==> src/rtl/wpe_pkg.sv <==
// ----------------------------------------------------------------------------
// wpe_pkg
// Shared types and constants of the weather payload encoder.
// ----------------------------------------------------------------------------
package wpe_pkg;

   localparam int BYTE_W    = 8;
   localparam int MAX_BYTES = 15;
   localparam int REC_BITS  = MAX_BYTES * BYTE_W;
   localparam int COUNT_W   = 4;
   localparam int HDR_BYTES = 7;

   localparam int QUEUE_DEPTH = 2;

   localparam int CSR_ADDR_W = 5;
   localparam int CSR_DATA_W = 32;
   localparam int CSR_IDX_W  = 3;

   localparam logic [CSR_IDX_W-1:0] REG_SEND_TEMPERATURE = 3'd0;
   localparam logic [CSR_IDX_W-1:0] REG_SEND_WIND        = 3'd1;
   localparam logic [CSR_IDX_W-1:0] REG_SEND_HUMIDITY    = 3'd2;
   localparam logic [CSR_IDX_W-1:0] REG_SEND_PRESSURE    = 3'd3;
   localparam logic [CSR_IDX_W-1:0] REG_SEND_CHARGE      = 3'd4;

   typedef struct packed {
      logic temperature;
      logic wind;
      logic humidity;
      logic pressure;
      logic charge;
   } cfg_type;

   // one encoded payload, first byte in the low bits
   typedef struct packed {
      logic [REC_BITS-1:0] bytes;
      logic [COUNT_W-1:0]  count;
   } rec_type;

endpackage

==> src/rtl/wpe_req_if.sv <==
// ----------------------------------------------------------------------------
// wpe_req_if
// Weather record channel: valid/ready handshake with the record fields.
// ----------------------------------------------------------------------------
interface wpe_req_if;
   logic               valid;
   logic               ready;
   logic signed [31:0] latitude_q24;
   logic signed [32:0] longitude_q24;
   logic signed [11:0] temperature_q4;
   logic [14:0]        heading_q6;
   logic [15:0]        wind_speed_centi;
   logic [15:0]        gust_speed_centi;
   logic [9:0]         humidity_deci;
   logic [17:0]        pressure_pa;
   logic [7:0]         charge_percent;

   modport source (
      output valid, latitude_q24, longitude_q24, temperature_q4, heading_q6,
      output wind_speed_centi, gust_speed_centi, humidity_deci, pressure_pa,
      output charge_percent,
      input  ready
   );
   modport sink (
      input  valid, latitude_q24, longitude_q24, temperature_q4, heading_q6,
      input  wind_speed_centi, gust_speed_centi, humidity_deci, pressure_pa,
      input  charge_percent,
      output ready
   );
endinterface

==> src/rtl/wpe_rsp_if.sv <==
// ----------------------------------------------------------------------------
// wpe_rsp_if
// Payload byte channel: valid/ready handshake with one byte and a last flag.
// ----------------------------------------------------------------------------
interface wpe_rsp_if;
   logic       valid;
   logic       ready;
   logic [7:0] out_byte;
   logic       last_byte;

   modport source (output valid, out_byte, last_byte, input ready);
   modport sink   (input valid, out_byte, last_byte, output ready);
endinterface

==> src/rtl/wpe_front.sv <==
// ----------------------------------------------------------------------------
// wpe_front
// Accepts a record, runs the scaling multiplies, then rounds, clamps and
// packs the enabled fields into one payload that is pushed to the queue.
// ----------------------------------------------------------------------------
module wpe_front #(
   parameter int COORD_FRAC_BITS = 24
) (
   input  logic             clock,
   input  logic             reset,
   wpe_req_if.sink          req_chan,
   input  wpe_pkg::cfg_type cfg,
   input  logic             queue_full,
   output logic             push,
   output wpe_pkg::rec_type push_rec
);
   import wpe_pkg::*;

   localparam int PROD_W = 50;
   localparam int SUM_W  = (COORD_FRAC_BITS + 24 > PROD_W) ? COORD_FRAC_BITS + 24 : PROD_W;
   localparam logic signed [17:0] LAT_SCALE  = 18'sd93206;
   localparam logic signed [16:0] LON_SCALE  = 17'sd46603;
   localparam logic [SUM_W-1:0]   ROUND_HALF = SUM_W'(1) << (COORD_FRAC_BITS - 1);

   // reciprocals: exact floor division over the input ranges used here
   localparam logic [15:0] RECIP_90  = 16'd46604;   // >> 22
   localparam logic [19:0] RECIP_5   = 20'd820;     // >> 12
   localparam logic [23:0] RECIP_25  = 24'd2622;    // >> 16
   localparam logic [35:0] RECIP_10  = 36'd209716;  // >> 21
   localparam logic [18:0] BARO_OFFSET = 19'd43000;
   localparam logic [7:0]  HUMID_MAX   = 8'd250;
   localparam logic [5:0]  CHARGE_MAX  = 6'd15;

   typedef struct packed {
      logic       fine_ok;
      logic       sat;
      logic [6:0] fine;
      logic [6:0] coarse;
   } wind_pre_type;

   // s = round(centi/20); fine is s, coarse is floor(s/5) = floor((centi+10)/100)
   function automatic wind_pre_type wind_pre(input logic [15:0] centi);
      logic [16:0]  x;
      logic [19:0]  pf;
      logic [23:0]  pc;
      wind_pre_type r;
      x         = {1'b0, centi} + 17'd10;
      pf        = x[11:2] * RECIP_5;
      pc        = x[13:2] * RECIP_25;
      r.fine_ok = (x < 17'd2560);
      r.sat     = (x >= 17'd12700);
      r.fine    = pf[18:12];
      r.coarse  = pc[22:16];
      return r;
   endfunction

   function automatic logic [7:0] wind_byte(input wind_pre_type w);
      logic [7:0] b;
      if (w.fine_ok) begin
         b = {1'b0, w.fine};
      end else begin
         b = {1'b1, (w.sat ? 7'd127 : w.coarse)};
      end
      return b;
   endfunction

   // ---------------- stage 1: multiplies ----------------
   logic                     load;
   logic                     s1_valid_ff, s1_valid_in;
   logic signed [PROD_W-1:0] lat_prod_ff, lat_prod_in;
   logic signed [PROD_W-1:0] lon_prod_ff, lon_prod_in;
   logic signed [11:0]       temp_ff;
   logic [7:0]               head_ff, head_in;
   wind_pre_type             speed_ff, speed_in, gust_ff, gust_in;
   logic [9:0]               hum_ff;
   logic                     press_neg_ff, press_neg_in;
   logic [14:0]              press_q_ff, press_q_in;
   logic [5:0]               chg_q_ff, chg_q_in;

   logic [15:0] head_sum;
   logic [31:0] head_prod;
   logic [18:0] press_diff;
   logic [17:0] press_sum;
   logic [35:0] press_prod;
   logic [9:0]  chg_sum;
   logic [17:0] chg_prod;

   assign push           = s1_valid_ff && !queue_full;
   assign req_chan.ready = !s1_valid_ff || !queue_full;
   assign load           = req_chan.valid && req_chan.ready;

   assign lat_prod_in = req_chan.latitude_q24 * LAT_SCALE;
   assign lon_prod_in = req_chan.longitude_q24 * LON_SCALE;

   assign head_sum  = {1'b0, req_chan.heading_q6} + 16'd45;
   assign head_prod = head_sum * RECIP_90;
   assign head_in   = head_prod[29:22];

   assign speed_in = wind_pre(req_chan.wind_speed_centi);
   assign gust_in  = wind_pre(req_chan.gust_speed_centi);

   assign press_diff   = {1'b0, req_chan.pressure_pa} - BARO_OFFSET;
   assign press_neg_in = press_diff[18];
   assign press_sum    = press_diff[17:0] + 18'd5;
   assign press_prod   = press_sum * RECIP_10;
   assign press_q_in   = press_prod[35:21];

   assign chg_sum  = {2'b00, req_chan.charge_percent}
                   + {1'b0, req_chan.charge_percent, 1'b0} + 10'd10;
   assign chg_prod = chg_sum[9:2] * RECIP_5[17:0];
   assign chg_q_in = chg_prod[17:12];

   always_comb begin
      s1_valid_in = s1_valid_ff;
      if (load) begin
         s1_valid_in = 1'b1;
      end else if (push) begin
         s1_valid_in = 1'b0;
      end
   end

   always_ff @(posedge clock) begin
      if (reset) begin
         s1_valid_ff <= 1'b0;
      end else begin
         s1_valid_ff <= s1_valid_in;
      end
   end

   always_ff @(posedge clock) begin
      if (load) begin
         lat_prod_ff  <= lat_prod_in;
         lon_prod_ff  <= lon_prod_in;
         temp_ff      <= req_chan.temperature_q4;
         head_ff      <= head_in;
         speed_ff     <= speed_in;
         gust_ff      <= gust_in;
         hum_ff       <= req_chan.humidity_deci;
         press_neg_ff <= press_neg_in;
         press_q_ff   <= press_q_in;
         chg_q_ff     <= chg_q_in;
      end
   end

   // ---------------- stage 2: round, clamp, pack ----------------
   logic [SUM_W-1:0]     lat_sum, lon_sum;
   logic [23:0]          lat_enc, lon_enc;
   logic [12:0]          temp_sum;
   logic [10:0]          hum_sum;
   logic [7:0]           temp_b, hum_b, speed_b, gust_b, chg_b;
   logic [15:0]          press_v;
   logic [7:0]           flags;
   logic [REC_BITS-1:0]  acc;
   logic [COUNT_W-1:0]   count;

   // halves away from zero: add half, less one for negatives, then floor
   assign lat_sum = SUM_W'(lat_prod_ff) + ROUND_HALF - SUM_W'(lat_prod_ff[PROD_W-1]);
   assign lon_sum = SUM_W'(lon_prod_ff) + ROUND_HALF - SUM_W'(lon_prod_ff[PROD_W-1]);
   assign lat_enc = lat_sum[COORD_FRAC_BITS +: 24];
   assign lon_enc = lon_sum[COORD_FRAC_BITS +: 24];

   assign temp_sum = {temp_ff[11], temp_ff} + 13'd4 - {12'd0, temp_ff[11]};
   assign temp_b   = temp_sum[10:3];

   assign hum_sum = {1'b0, hum_ff} + 11'd2;
   assign hum_b   = (hum_sum[10:2] > {1'b0, HUMID_MAX}) ? HUMID_MAX : hum_sum[9:2];

   assign speed_b = wind_byte(speed_ff);
   assign gust_b  = wind_byte(gust_ff);

   // below the offset clamps to zero; the top of the input range stays under 65535
   assign press_v = press_neg_ff ? 16'd0 : {1'b0, press_q_ff};

   assign chg_b = {4'd0, ((chg_q_ff > CHARGE_MAX) ? CHARGE_MAX[3:0] : chg_q_ff[3:0])};

   assign flags = {1'b0, cfg.temperature, cfg.wind, cfg.humidity, cfg.pressure,
                   1'b0, cfg.charge, 1'b0};

   // prepend groups from the tail forward so enabled bytes end up packed
   always_comb begin
      acc = '0;
      if (cfg.charge) begin
         acc = {acc[REC_BITS-9:0], chg_b};
      end
      if (cfg.pressure) begin
         acc = {acc[REC_BITS-17:0], press_v[15:8], press_v[7:0]};
      end
      if (cfg.humidity) begin
         acc = {acc[REC_BITS-9:0], hum_b};
      end
      if (cfg.wind) begin
         acc = {acc[REC_BITS-25:0], gust_b, speed_b, head_ff};
      end
      if (cfg.temperature) begin
         acc = {acc[REC_BITS-9:0], temp_b};
      end
      acc = {acc[REC_BITS-57:0], lon_enc, lat_enc, flags};
   end

   assign count = COUNT_W'(HDR_BYTES)
                + COUNT_W'(cfg.temperature)
                + (cfg.wind ? COUNT_W'(3) : COUNT_W'(0))
                + COUNT_W'(cfg.humidity)
                + (cfg.pressure ? COUNT_W'(2) : COUNT_W'(0))
                + COUNT_W'(cfg.charge);

   assign push_rec.bytes = acc;
   assign push_rec.count = count;

endmodule

==> src/rtl/wpe_queue.sv <==
// ----------------------------------------------------------------------------
// wpe_queue
// Short FIFO of packed payloads between the front and the byte serializer.
// ----------------------------------------------------------------------------
module wpe_queue (
   input  logic             clock,
   input  logic             reset,
   input  logic             push,
   input  wpe_pkg::rec_type push_rec,
   input  logic             pop,
   output wpe_pkg::rec_type head,
   output logic             full,
   output logic             empty
);
   import wpe_pkg::*;

   localparam int PTR_W = (QUEUE_DEPTH > 1) ? $clog2(QUEUE_DEPTH) : 1;
   localparam int CNT_W = $clog2(QUEUE_DEPTH + 1);
   localparam logic [PTR_W-1:0] PTR_LAST = PTR_W'(QUEUE_DEPTH - 1);

   rec_type          entry_ff [QUEUE_DEPTH];
   logic [PTR_W-1:0] wr_ptr_ff, wr_ptr_in;
   logic [PTR_W-1:0] rd_ptr_ff, rd_ptr_in;
   logic [CNT_W-1:0] count_ff, count_in;

   assign full  = (count_ff == CNT_W'(QUEUE_DEPTH));
   assign empty = (count_ff == '0);
   assign head  = entry_ff[rd_ptr_ff];

   always_comb begin
      wr_ptr_in = wr_ptr_ff;
      rd_ptr_in = rd_ptr_ff;
      count_in  = count_ff;
      if (push) begin
         wr_ptr_in = (wr_ptr_ff == PTR_LAST) ? '0 : wr_ptr_ff + PTR_W'(1);
      end
      if (pop) begin
         rd_ptr_in = (rd_ptr_ff == PTR_LAST) ? '0 : rd_ptr_ff + PTR_W'(1);
      end
      if (push && !pop) begin
         count_in = count_ff + CNT_W'(1);
      end else if (pop && !push) begin
         count_in = count_ff - CNT_W'(1);
      end
   end

   always_ff @(posedge clock) begin
      if (reset) begin
         wr_ptr_ff <= '0;
         rd_ptr_ff <= '0;
         count_ff  <= '0;
      end else begin
         wr_ptr_ff <= wr_ptr_in;
         rd_ptr_ff <= rd_ptr_in;
         count_ff  <= count_in;
      end
   end

   always_ff @(posedge clock) begin
      if (push) begin
         entry_ff[wr_ptr_ff] <= push_rec;
      end
   end

endmodule

==> src/rtl/wpe_back.sv <==
// ----------------------------------------------------------------------------
// wpe_back
// Serializer: takes payloads from the queue and sends them a byte per
// transfer through an output register, with no gap between payloads.
// ----------------------------------------------------------------------------
module wpe_back (
   input  logic             clock,
   input  logic             reset,
   input  wpe_pkg::rec_type head,
   input  logic             empty,
   output logic             pop,
   wpe_rsp_if.source        rsp_chan
);
   import wpe_pkg::*;

   localparam int REST_BITS = REC_BITS - BYTE_W;

   logic                 valid_ff, valid_in;
   logic                 last_ff, last_in;
   logic [BYTE_W-1:0]    byte_ff, byte_in;
   logic [REST_BITS-1:0] rest_ff, rest_in;
   logic [COUNT_W-1:0]   left_ff, left_in;

   assign rsp_chan.valid     = valid_ff;
   assign rsp_chan.out_byte  = byte_ff;
   assign rsp_chan.last_byte = last_ff;

   always_comb begin
      pop      = 1'b0;
      valid_in = valid_ff;
      last_in  = last_ff;
      byte_in  = byte_ff;
      rest_in  = rest_ff;
      left_in  = left_ff;
      if (!valid_ff || rsp_chan.ready) begin
         if (left_ff != '0) begin
            // advance within the current payload
            valid_in = 1'b1;
            byte_in  = rest_ff[BYTE_W-1:0];
            last_in  = (left_ff == COUNT_W'(1));
            rest_in  = {{BYTE_W{1'b0}}, rest_ff[REST_BITS-1:BYTE_W]};
            left_in  = left_ff - COUNT_W'(1);
         end else if (!empty) begin
            // start the next payload in the same cycle
            pop      = 1'b1;
            valid_in = 1'b1;
            byte_in  = head.bytes[BYTE_W-1:0];
            last_in  = (head.count == COUNT_W'(1));
            rest_in  = head.bytes[REC_BITS-1:BYTE_W];
            left_in  = head.count - COUNT_W'(1);
         end else begin
            valid_in = 1'b0;
         end
      end
   end

   always_ff @(posedge clock) begin
      if (reset) begin
         valid_ff <= 1'b0;
         left_ff  <= '0;
      end else begin
         valid_ff <= valid_in;
         left_ff  <= left_in;
      end
   end

   always_ff @(posedge clock) begin
      last_ff <= last_in;
      byte_ff <= byte_in;
      rest_ff <= rest_in;
   end

endmodule

==> src/rtl/weather_payload_encoder.sv <==
// ----------------------------------------------------------------------------
// weather_payload_encoder
// Takes one fixed-point weather record per transfer on req_chan and sends its
// radio payload, 7 to 15 bytes, on rsp_chan with last_byte on the final one.
// Bytes leave one per cycle while rsp_chan is ready, with no gap between
// records; a payload is 7 bytes plus 1, 3, 1, 2 and 1 for the enabled
// temperature, wind, humidity, pressure and charge groups, and the byte-wide
// result channel sets the sustained rate. The front takes a new record in
// every cycle while its two-entry queue has room. A record's first byte
// passes the stage-1 register, the queue and the output register. The APB
// send_* registers (byte addresses 0, 4, 8, 12, 16) reset to 1; the user must
// change them only while the block is idle; the block does not enforce it.
// ----------------------------------------------------------------------------
module weather_payload_encoder #(
   parameter int COORD_FRAC_BITS = 24
) (
   input  logic                               clock,
   input  logic                               reset,
   wpe_req_if.sink                            req_chan,
   wpe_rsp_if.source                          rsp_chan,
   input  logic                               psel,
   input  logic                               penable,
   input  logic                               pwrite,
   input  logic [wpe_pkg::CSR_ADDR_W-1:0]     paddr,
   input  logic [wpe_pkg::CSR_DATA_W-1:0]     pwdata,
   output logic [wpe_pkg::CSR_DATA_W-1:0]     prdata,
   output logic                               pready
);
   import wpe_pkg::*;

   cfg_type              cfg_ff, cfg_in;
   logic                 csr_write;
   logic [CSR_IDX_W-1:0] csr_idx;
   logic                 rd_bit;

   logic    push, pop, full, empty;
   rec_type push_rec, head;

   assign pready    = 1'b1;
   assign csr_write = psel && penable && pwrite && pready;
   assign csr_idx   = paddr[CSR_ADDR_W-1:2];

   always_comb begin
      cfg_in = cfg_ff;
      if (csr_write) begin
         unique case (csr_idx)
            REG_SEND_TEMPERATURE: cfg_in.temperature = pwdata[0];
            REG_SEND_WIND:        cfg_in.wind        = pwdata[0];
            REG_SEND_HUMIDITY:    cfg_in.humidity    = pwdata[0];
            REG_SEND_PRESSURE:    cfg_in.pressure    = pwdata[0];
            REG_SEND_CHARGE:      cfg_in.charge      = pwdata[0];
            default: ;
         endcase
      end
   end

   always_comb begin
      unique case (csr_idx)
         REG_SEND_TEMPERATURE: rd_bit = cfg_ff.temperature;
         REG_SEND_WIND:        rd_bit = cfg_ff.wind;
         REG_SEND_HUMIDITY:    rd_bit = cfg_ff.humidity;
         REG_SEND_PRESSURE:    rd_bit = cfg_ff.pressure;
         REG_SEND_CHARGE:      rd_bit = cfg_ff.charge;
         default:              rd_bit = 1'b0;
      endcase
   end

   assign prdata = {{(CSR_DATA_W-1){1'b0}}, rd_bit};

   always_ff @(posedge clock) begin
      if (reset) begin
         cfg_ff <= '1;
      end else begin
         cfg_ff <= cfg_in;
      end
   end

   wpe_front #(
      .COORD_FRAC_BITS (COORD_FRAC_BITS)
   ) u_front (
      .clock      (clock),
      .reset      (reset),
      .req_chan   (req_chan),
      .cfg        (cfg_ff),
      .queue_full (full),
      .push       (push),
      .push_rec   (push_rec)
   );

   wpe_queue u_queue (
      .clock    (clock),
      .reset    (reset),
      .push     (push),
      .push_rec (push_rec),
      .pop      (pop),
      .head     (head),
      .full     (full),
      .empty    (empty)
   );

   wpe_back u_back (
      .clock    (clock),
      .reset    (reset),
      .head     (head),
      .empty    (empty),
      .pop      (pop),
      .rsp_chan (rsp_chan)
   );

endmodule

==> src/flat_wrapper.sv <==
// flat-port wrapper written by rule: the top's interface ports become plain ports
module weather_payload_encoder_flat import wpe_pkg::*;
#(
   parameter int COORD_FRAC_BITS = 24
)
  (clock, reset, psel, penable, pwrite, paddr, pwdata, prdata, pready, req_chan_valid, req_chan_latitude_q24, req_chan_longitude_q24, req_chan_temperature_q4, req_chan_heading_q6, req_chan_wind_speed_centi, req_chan_gust_speed_centi, req_chan_humidity_deci, req_chan_pressure_pa, req_chan_charge_percent, req_chan_ready, rsp_chan_valid, rsp_chan_out_byte, rsp_chan_last_byte, rsp_chan_ready);
  wpe_req_if req_chan_i ();
  wpe_rsp_if rsp_chan_i ();
  input  logic clock;
  input  logic reset;
  input  logic psel;
  input  logic penable;
  input  logic pwrite;
  input  logic [wpe_pkg::CSR_ADDR_W-1:0] paddr;
  input  logic [wpe_pkg::CSR_DATA_W-1:0] pwdata;
  output logic [wpe_pkg::CSR_DATA_W-1:0] prdata;
  output logic pready;
  input wire logic [$bits(req_chan_i.valid)-1:0] req_chan_valid;
  input wire logic [$bits(req_chan_i.latitude_q24)-1:0] req_chan_latitude_q24;
  input wire logic [$bits(req_chan_i.longitude_q24)-1:0] req_chan_longitude_q24;
  input wire logic [$bits(req_chan_i.temperature_q4)-1:0] req_chan_temperature_q4;
  input wire logic [$bits(req_chan_i.heading_q6)-1:0] req_chan_heading_q6;
  input wire logic [$bits(req_chan_i.wind_speed_centi)-1:0] req_chan_wind_speed_centi;
  input wire logic [$bits(req_chan_i.gust_speed_centi)-1:0] req_chan_gust_speed_centi;
  input wire logic [$bits(req_chan_i.humidity_deci)-1:0] req_chan_humidity_deci;
  input wire logic [$bits(req_chan_i.pressure_pa)-1:0] req_chan_pressure_pa;
  input wire logic [$bits(req_chan_i.charge_percent)-1:0] req_chan_charge_percent;
  output wire logic [$bits(req_chan_i.ready)-1:0] req_chan_ready;
  output wire logic [$bits(rsp_chan_i.valid)-1:0] rsp_chan_valid;
  output wire logic [$bits(rsp_chan_i.out_byte)-1:0] rsp_chan_out_byte;
  output wire logic [$bits(rsp_chan_i.last_byte)-1:0] rsp_chan_last_byte;
  input wire logic [$bits(rsp_chan_i.ready)-1:0] rsp_chan_ready;
  assign req_chan_i.valid = req_chan_valid;
  assign req_chan_i.latitude_q24 = req_chan_latitude_q24;
  assign req_chan_i.longitude_q24 = req_chan_longitude_q24;
  assign req_chan_i.temperature_q4 = req_chan_temperature_q4;
  assign req_chan_i.heading_q6 = req_chan_heading_q6;
  assign req_chan_i.wind_speed_centi = req_chan_wind_speed_centi;
  assign req_chan_i.gust_speed_centi = req_chan_gust_speed_centi;
  assign req_chan_i.humidity_deci = req_chan_humidity_deci;
  assign req_chan_i.pressure_pa = req_chan_pressure_pa;
  assign req_chan_i.charge_percent = req_chan_charge_percent;
  assign req_chan_ready = req_chan_i.ready;
  assign rsp_chan_valid = rsp_chan_i.valid;
  assign rsp_chan_out_byte = rsp_chan_i.out_byte;
  assign rsp_chan_last_byte = rsp_chan_i.last_byte;
  assign rsp_chan_i.ready = rsp_chan_ready;
  weather_payload_encoder #(.COORD_FRAC_BITS(COORD_FRAC_BITS)) u_core (.clock(clock), .reset(reset), .req_chan(req_chan_i), .rsp_chan(rsp_chan_i), .psel(psel), .penable(penable), .pwrite(pwrite), .paddr(paddr), .pwdata(pwdata), .prdata(prdata), .pready(pready));
endmodule
==> config.mk <==
export PLATFORM = sky130hd
export DESIGN_NAME = weather_payload_encoder_flat
export DESIGN_NICKNAME = d
export VERILOG_FILES = /design/src/rtl/wpe_pkg.sv /design/src/rtl/wpe_req_if.sv /design/src/rtl/wpe_rsp_if.sv /design/src/rtl/wpe_front.sv /design/src/rtl/wpe_queue.sv /design/src/rtl/wpe_back.sv /design/src/rtl/weather_payload_encoder.sv /design/src/flat_wrapper.sv
export SDC_FILE = /design/constraint.sdc
export NUM_CORES = 2
export LEC_CHECK = 0
export ABC_AREA = 1
export BUFFER_PORTS_ARGS = -buffer_cell sky130_fd_sc_hd__buf_2
export CELL_PAD_IN_SITES_DETAIL_PLACEMENT = 1
export CELL_PAD_IN_SITES_GLOBAL_PLACEMENT = 1
export CORE_ASPECT_RATIO = 2
export CORE_MARGIN = 2
export CORE_UTILIZATION = 46
export CTS_BUF_LIST = sky130_fd_sc_hd__clkbuf_4 sky130_fd_sc_hd__clkbuf_8
export CTS_CLUSTER_SIZE = 40
export DETAILED_ROUTE_END_ITERATION = 10
export PLACE_DENSITY = 0.82
export SKIP_CTS_REPAIR_TIMING = 1
export SLEW_MARGIN = 20
export SYNTH_ARGS = -nofsm -noshare
export SYNTH_HDL_FRONTEND = slang
export SYNTH_SLANG_ARGS = --single-unit
export TNS_END_PERCENT = 30
==> constraint.sdc <==
create_clock -name clock -period 6.8 [get_ports clock]
set_input_delay 1.36 -clock clock [delete_from_list [all_inputs] [get_ports clock]]
set_output_delay 1.36 -clock clock [all_outputs]
set_load 0.02 [all_outputs]
==> results.md <==
* Unrepaired setup endpoints after global routing: yes
* Post-Route WL at 219 mm
* Final period util at between 90% and 100%
* Die width at ~270 um
* Final Max Tran Viols at 0
* Worst Path Arrival at between 7 and 8 ns
* Synth top area share at 23.8%
* Startpoint types: input port
* Initial antenna violation count at 5
* Clk slew on worst S/H paths at approximately 0.070 ns
* Non-filler cells, final at 10084
* Core Box Area at 144000 um2
* Dominant synthesized flop cell: edfxtp_1
* Outcome: complete, no violations
* Nets at between 10000 and 15000
* Skew-Pair Late Insertion Delay at 0.79 ns
* Most common cell in the netlist: inv_1
* DRC at 0
* Fin. Hold Viols at 0
* Minimum clock period at ~6.6 ns
* Htree depth at 3
* Max clock buf depth at 3
* Die area at approximately 150000 um2
* Via-per-instance ratio at approximately 5.4
* Clock Sinks at approximately 540
* Sequential share of the synthesized area at between 20 and 25%
* Final HPWL DP at 188 mm
* Crit Path Class: input port to flop
* Fraction of registers with async set/reset at 0%
* Worst Hold Class: flop to flop
* Area grow syn2layout at 11.4%
* Mapped Area at about 67000 um2
* CTS Root Cell: clkbuf_8
* Max transition margin at 11.8%
* Post-Syn Area per Cell at 8.78 um2
* Cells after DPL at roughly 9900
* Fill cell count at between 15000 and 20000
* Post-synth EDFFs at ~530
* Final setup fails at 0
* Clk_skew at 0.0643 ns
* PortBufs at around 180
* TNS Setup at 0 ns
* Fin util at 51.6%
* First-pass GRT wire length at roughly 340 mm
* GPL Wtd Cong at 1.03
* FP Rows at a little under 200
* Synth cell types at 58
* Most area-hungry cell type in the Yosys netlist: edfxtp_1
* Initial Util at between 40% and 50%
* CTS tree: built
* Io pins at approximately 250
* Yosys warns at 0
* Setup slack after layout at ~0.25 ns
* Cells after Synth at about 7600
* Crit path max fanout at 4
* TritonCTS buffer count at a little under 80
* Worst slew pin tran at 1.31 ns
* Grt ovf at 0
* Drt pass-1 iters at 5
* Synth top area cells: edfxtp_1 (24%), fa_1 (20%), ha_1 (20%)
* Req. time, crit path at 7.32 ns
* Synth cell count leaders: inv_1 (1634), nand2_1 (1257), ha_1 (1043)
* Remaining antenna violation count at 0
* Synth Register Bits at approximately 540
* Vias post-DR at ~55000
* Largest net degree at the start of global routing at 148
* Routed WL per cell at ~22 um
* Total GRT Usage at between 20% and 30%
* Vias in the first global route at about 64000
* Pre-CTS setup slack at -0.817 ns
* Share of cells above drive strength 1 at under 10%
* CP Capture Type: flop
* Die Y at 542 um
* Starting DRC count in detailed routing at about 2200
* Max_cap viols at 0
* Fmax at roughly 150 MHz
-- worst paths after layout --
path | startpoint | endpoint | slack, ns | depth (start not counted)
setup / recovery | req_chan_pressure_pa[3] | u_core.u_front.press_q_ff[9] | 0.25 | 28
setup reg to reg | u_core.cfg_ff[1] | u_core.u_queue.entry_ff[0][82] | 3.56 | 9
hold reg to reg | u_core.u_queue.rd_ptr_ff | u_core.u_queue.rd_ptr_ff | 0.54 | 2
hold / removal | u_core.u_queue.rd_ptr_ff | u_core.u_queue.rd_ptr_ff | 0.54 | 2
-- sequential cells by signal (all words and copies together) (netlist names), named ones only --
signal                            cells
u_core.u_queue.entry_ff             232
u_core.cfg_ff                         5
u_core.u_back.rsp_chan.valid          1
u_core.u_front.press_q_ff            15
u_core.u_queue.wr_ptr_ff              1
u_core.u_front.speed_ff              16
u_core.u_back.rest_ff               107
u_core.u_front.hum_ff                 9
u_core.u_front.head_ff                8
u_core.u_queue.count_ff               2
u_core.u_front.press_neg_ff           1
u_core.u_back.left_ff                 4
u_core.u_back.rsp_chan.last_byte      1
u_core.u_back.rsp_chan.out_byte       8
u_core.u_front.s1_valid_ff            1
u_core.u_front.lat_prod_ff           48
u_core.u_front.gust_ff               16
u_core.u_front.temp_ff               12
u_core.u_front.chg_q_ff               6
u_core.u_queue.rd_ptr_ff              1
u_core.u_front.lon_prod_ff           49
-- cells in the final DEF, fill, tap and decap left out, types with 8 or more instances in the layout --
cell type / netlist / routed
o21bai_1: 55 / 55
nand2_2: 2 / 14
and3_1: 8 / 8
nand3b_1: 8 / 8
nor2_4: 2 / 10
o21ai_1: 7 / 17
nor3_1: 68 / 67
a211oi_1: 17 / 15
conb_1: 2 / 32
o211ai_1: 15 / 15
o21a_1: 21 / 21
dfxtp_1: 16 / 13
ha_1: 1043 / 1036
nand3_1: 268 / 262
a31oi_1: 138 / 138
o21ai_0: 283 / 273
buf_4: 33 / 353
nor2_2: 3 / 8
clkbuf_8: 0 / 80
clkbuf_4: 0 / 14
buf_2: 16 / 180
fa_1: 660 / 659
edfxtp_1: 528 / 528
a21boi_0: 13 / 13
nand2_1: 1257 / 1245
xor2_1: 175 / 169
nor4_1: 23 / 22
nor2_1: 623 / 610
nand4_1: 57 / 57
or2_2: 16 / 16
xnor2_1: 73 / 72
inv_1: 1634 / 1629
a21oi_1: 371 / 366
clkinv_1: 1 / 13
a21o_1: 49 / 49
clkinv_2: 0 / 17
-- through the flow --
| stage | hold slack (ns) | area [um2] |
|---|---|---|
| floorplan | 0.424 | 66900 |
| global placement | 0.486 | 72200 |
| detailed placement | 0.499 | 72200 |
| CTS | 0.541 | 73900 |
| global route | 0.569 | 74300 |
| finish | 0.542 | 74300 |
-- metal layers --
layer  GRT usage (%)  part of all wire [%]  up-vias
met5               0                 0.011        -
met4            23.1                   9.1        4
met3            2.67                   2.4      765
met2            60.4                    57     1275
met1            26.1                    31    27194
li1                -                     -    25503
-- area by class of cell --
class                           count  area [um2]  share of cell area [%]
Multi-Input combinational cell   5329       44300                    59.6
Sequential cell                   544       16200                    21.8
Inverter                         1638        6160                    8.30
Timing Repair Buffer              535        3600                    4.85
Tap cell                         1890        2360                    3.18
Clock buffer                       94        1210                    1.62
Clock inverter                     50         449                   0.605
Antenna cell                        4        10.0                  0.0135
-- critical path, cell delays in order --
cell	delay (ns)
buf_2	0.13
inv_2	0.06
ha_1	0.31
inv_1	0.07
nand3_2	0.10
nor3_4	0.26
nand3_2	0.10
nor2_2	0.12
nand4_1	0.22
xor2_2	0.24
ha_1	0.28
inv_1	0.06
ha_1	0.28
inv_1	0.07
fa_1	0.51
inv_1	0.06
fa_2	0.57
fa_1	0.43
fa_1	0.46
ha_1	0.36
a21oi_1	0.26
o21ai_1	0.17
nor2_1	0.14
nor2_1	0.06
a211oi_2	0.18
nand2_1	0.08
nand2_1	0.07
nand2_1	0.07
-- kinds of logic after synthesis --
logic type	after synthesis	synth area share, %
XOR/XNOR	250	3.32
multiplexers	2	0.0300
AO/OA/AOI/OAI	996	8.53
AND/OR/NAND/NOR	2346	14.4
other	2	0.0113
adder cells (fa/ha/maj)	1703	39.4
buffers and inverters	1751	10.1
flip-flops	544	24.3
Power is not shown: default switching activity piles up to over one toggle a cycle in this logic, so the estimate is an artifact.
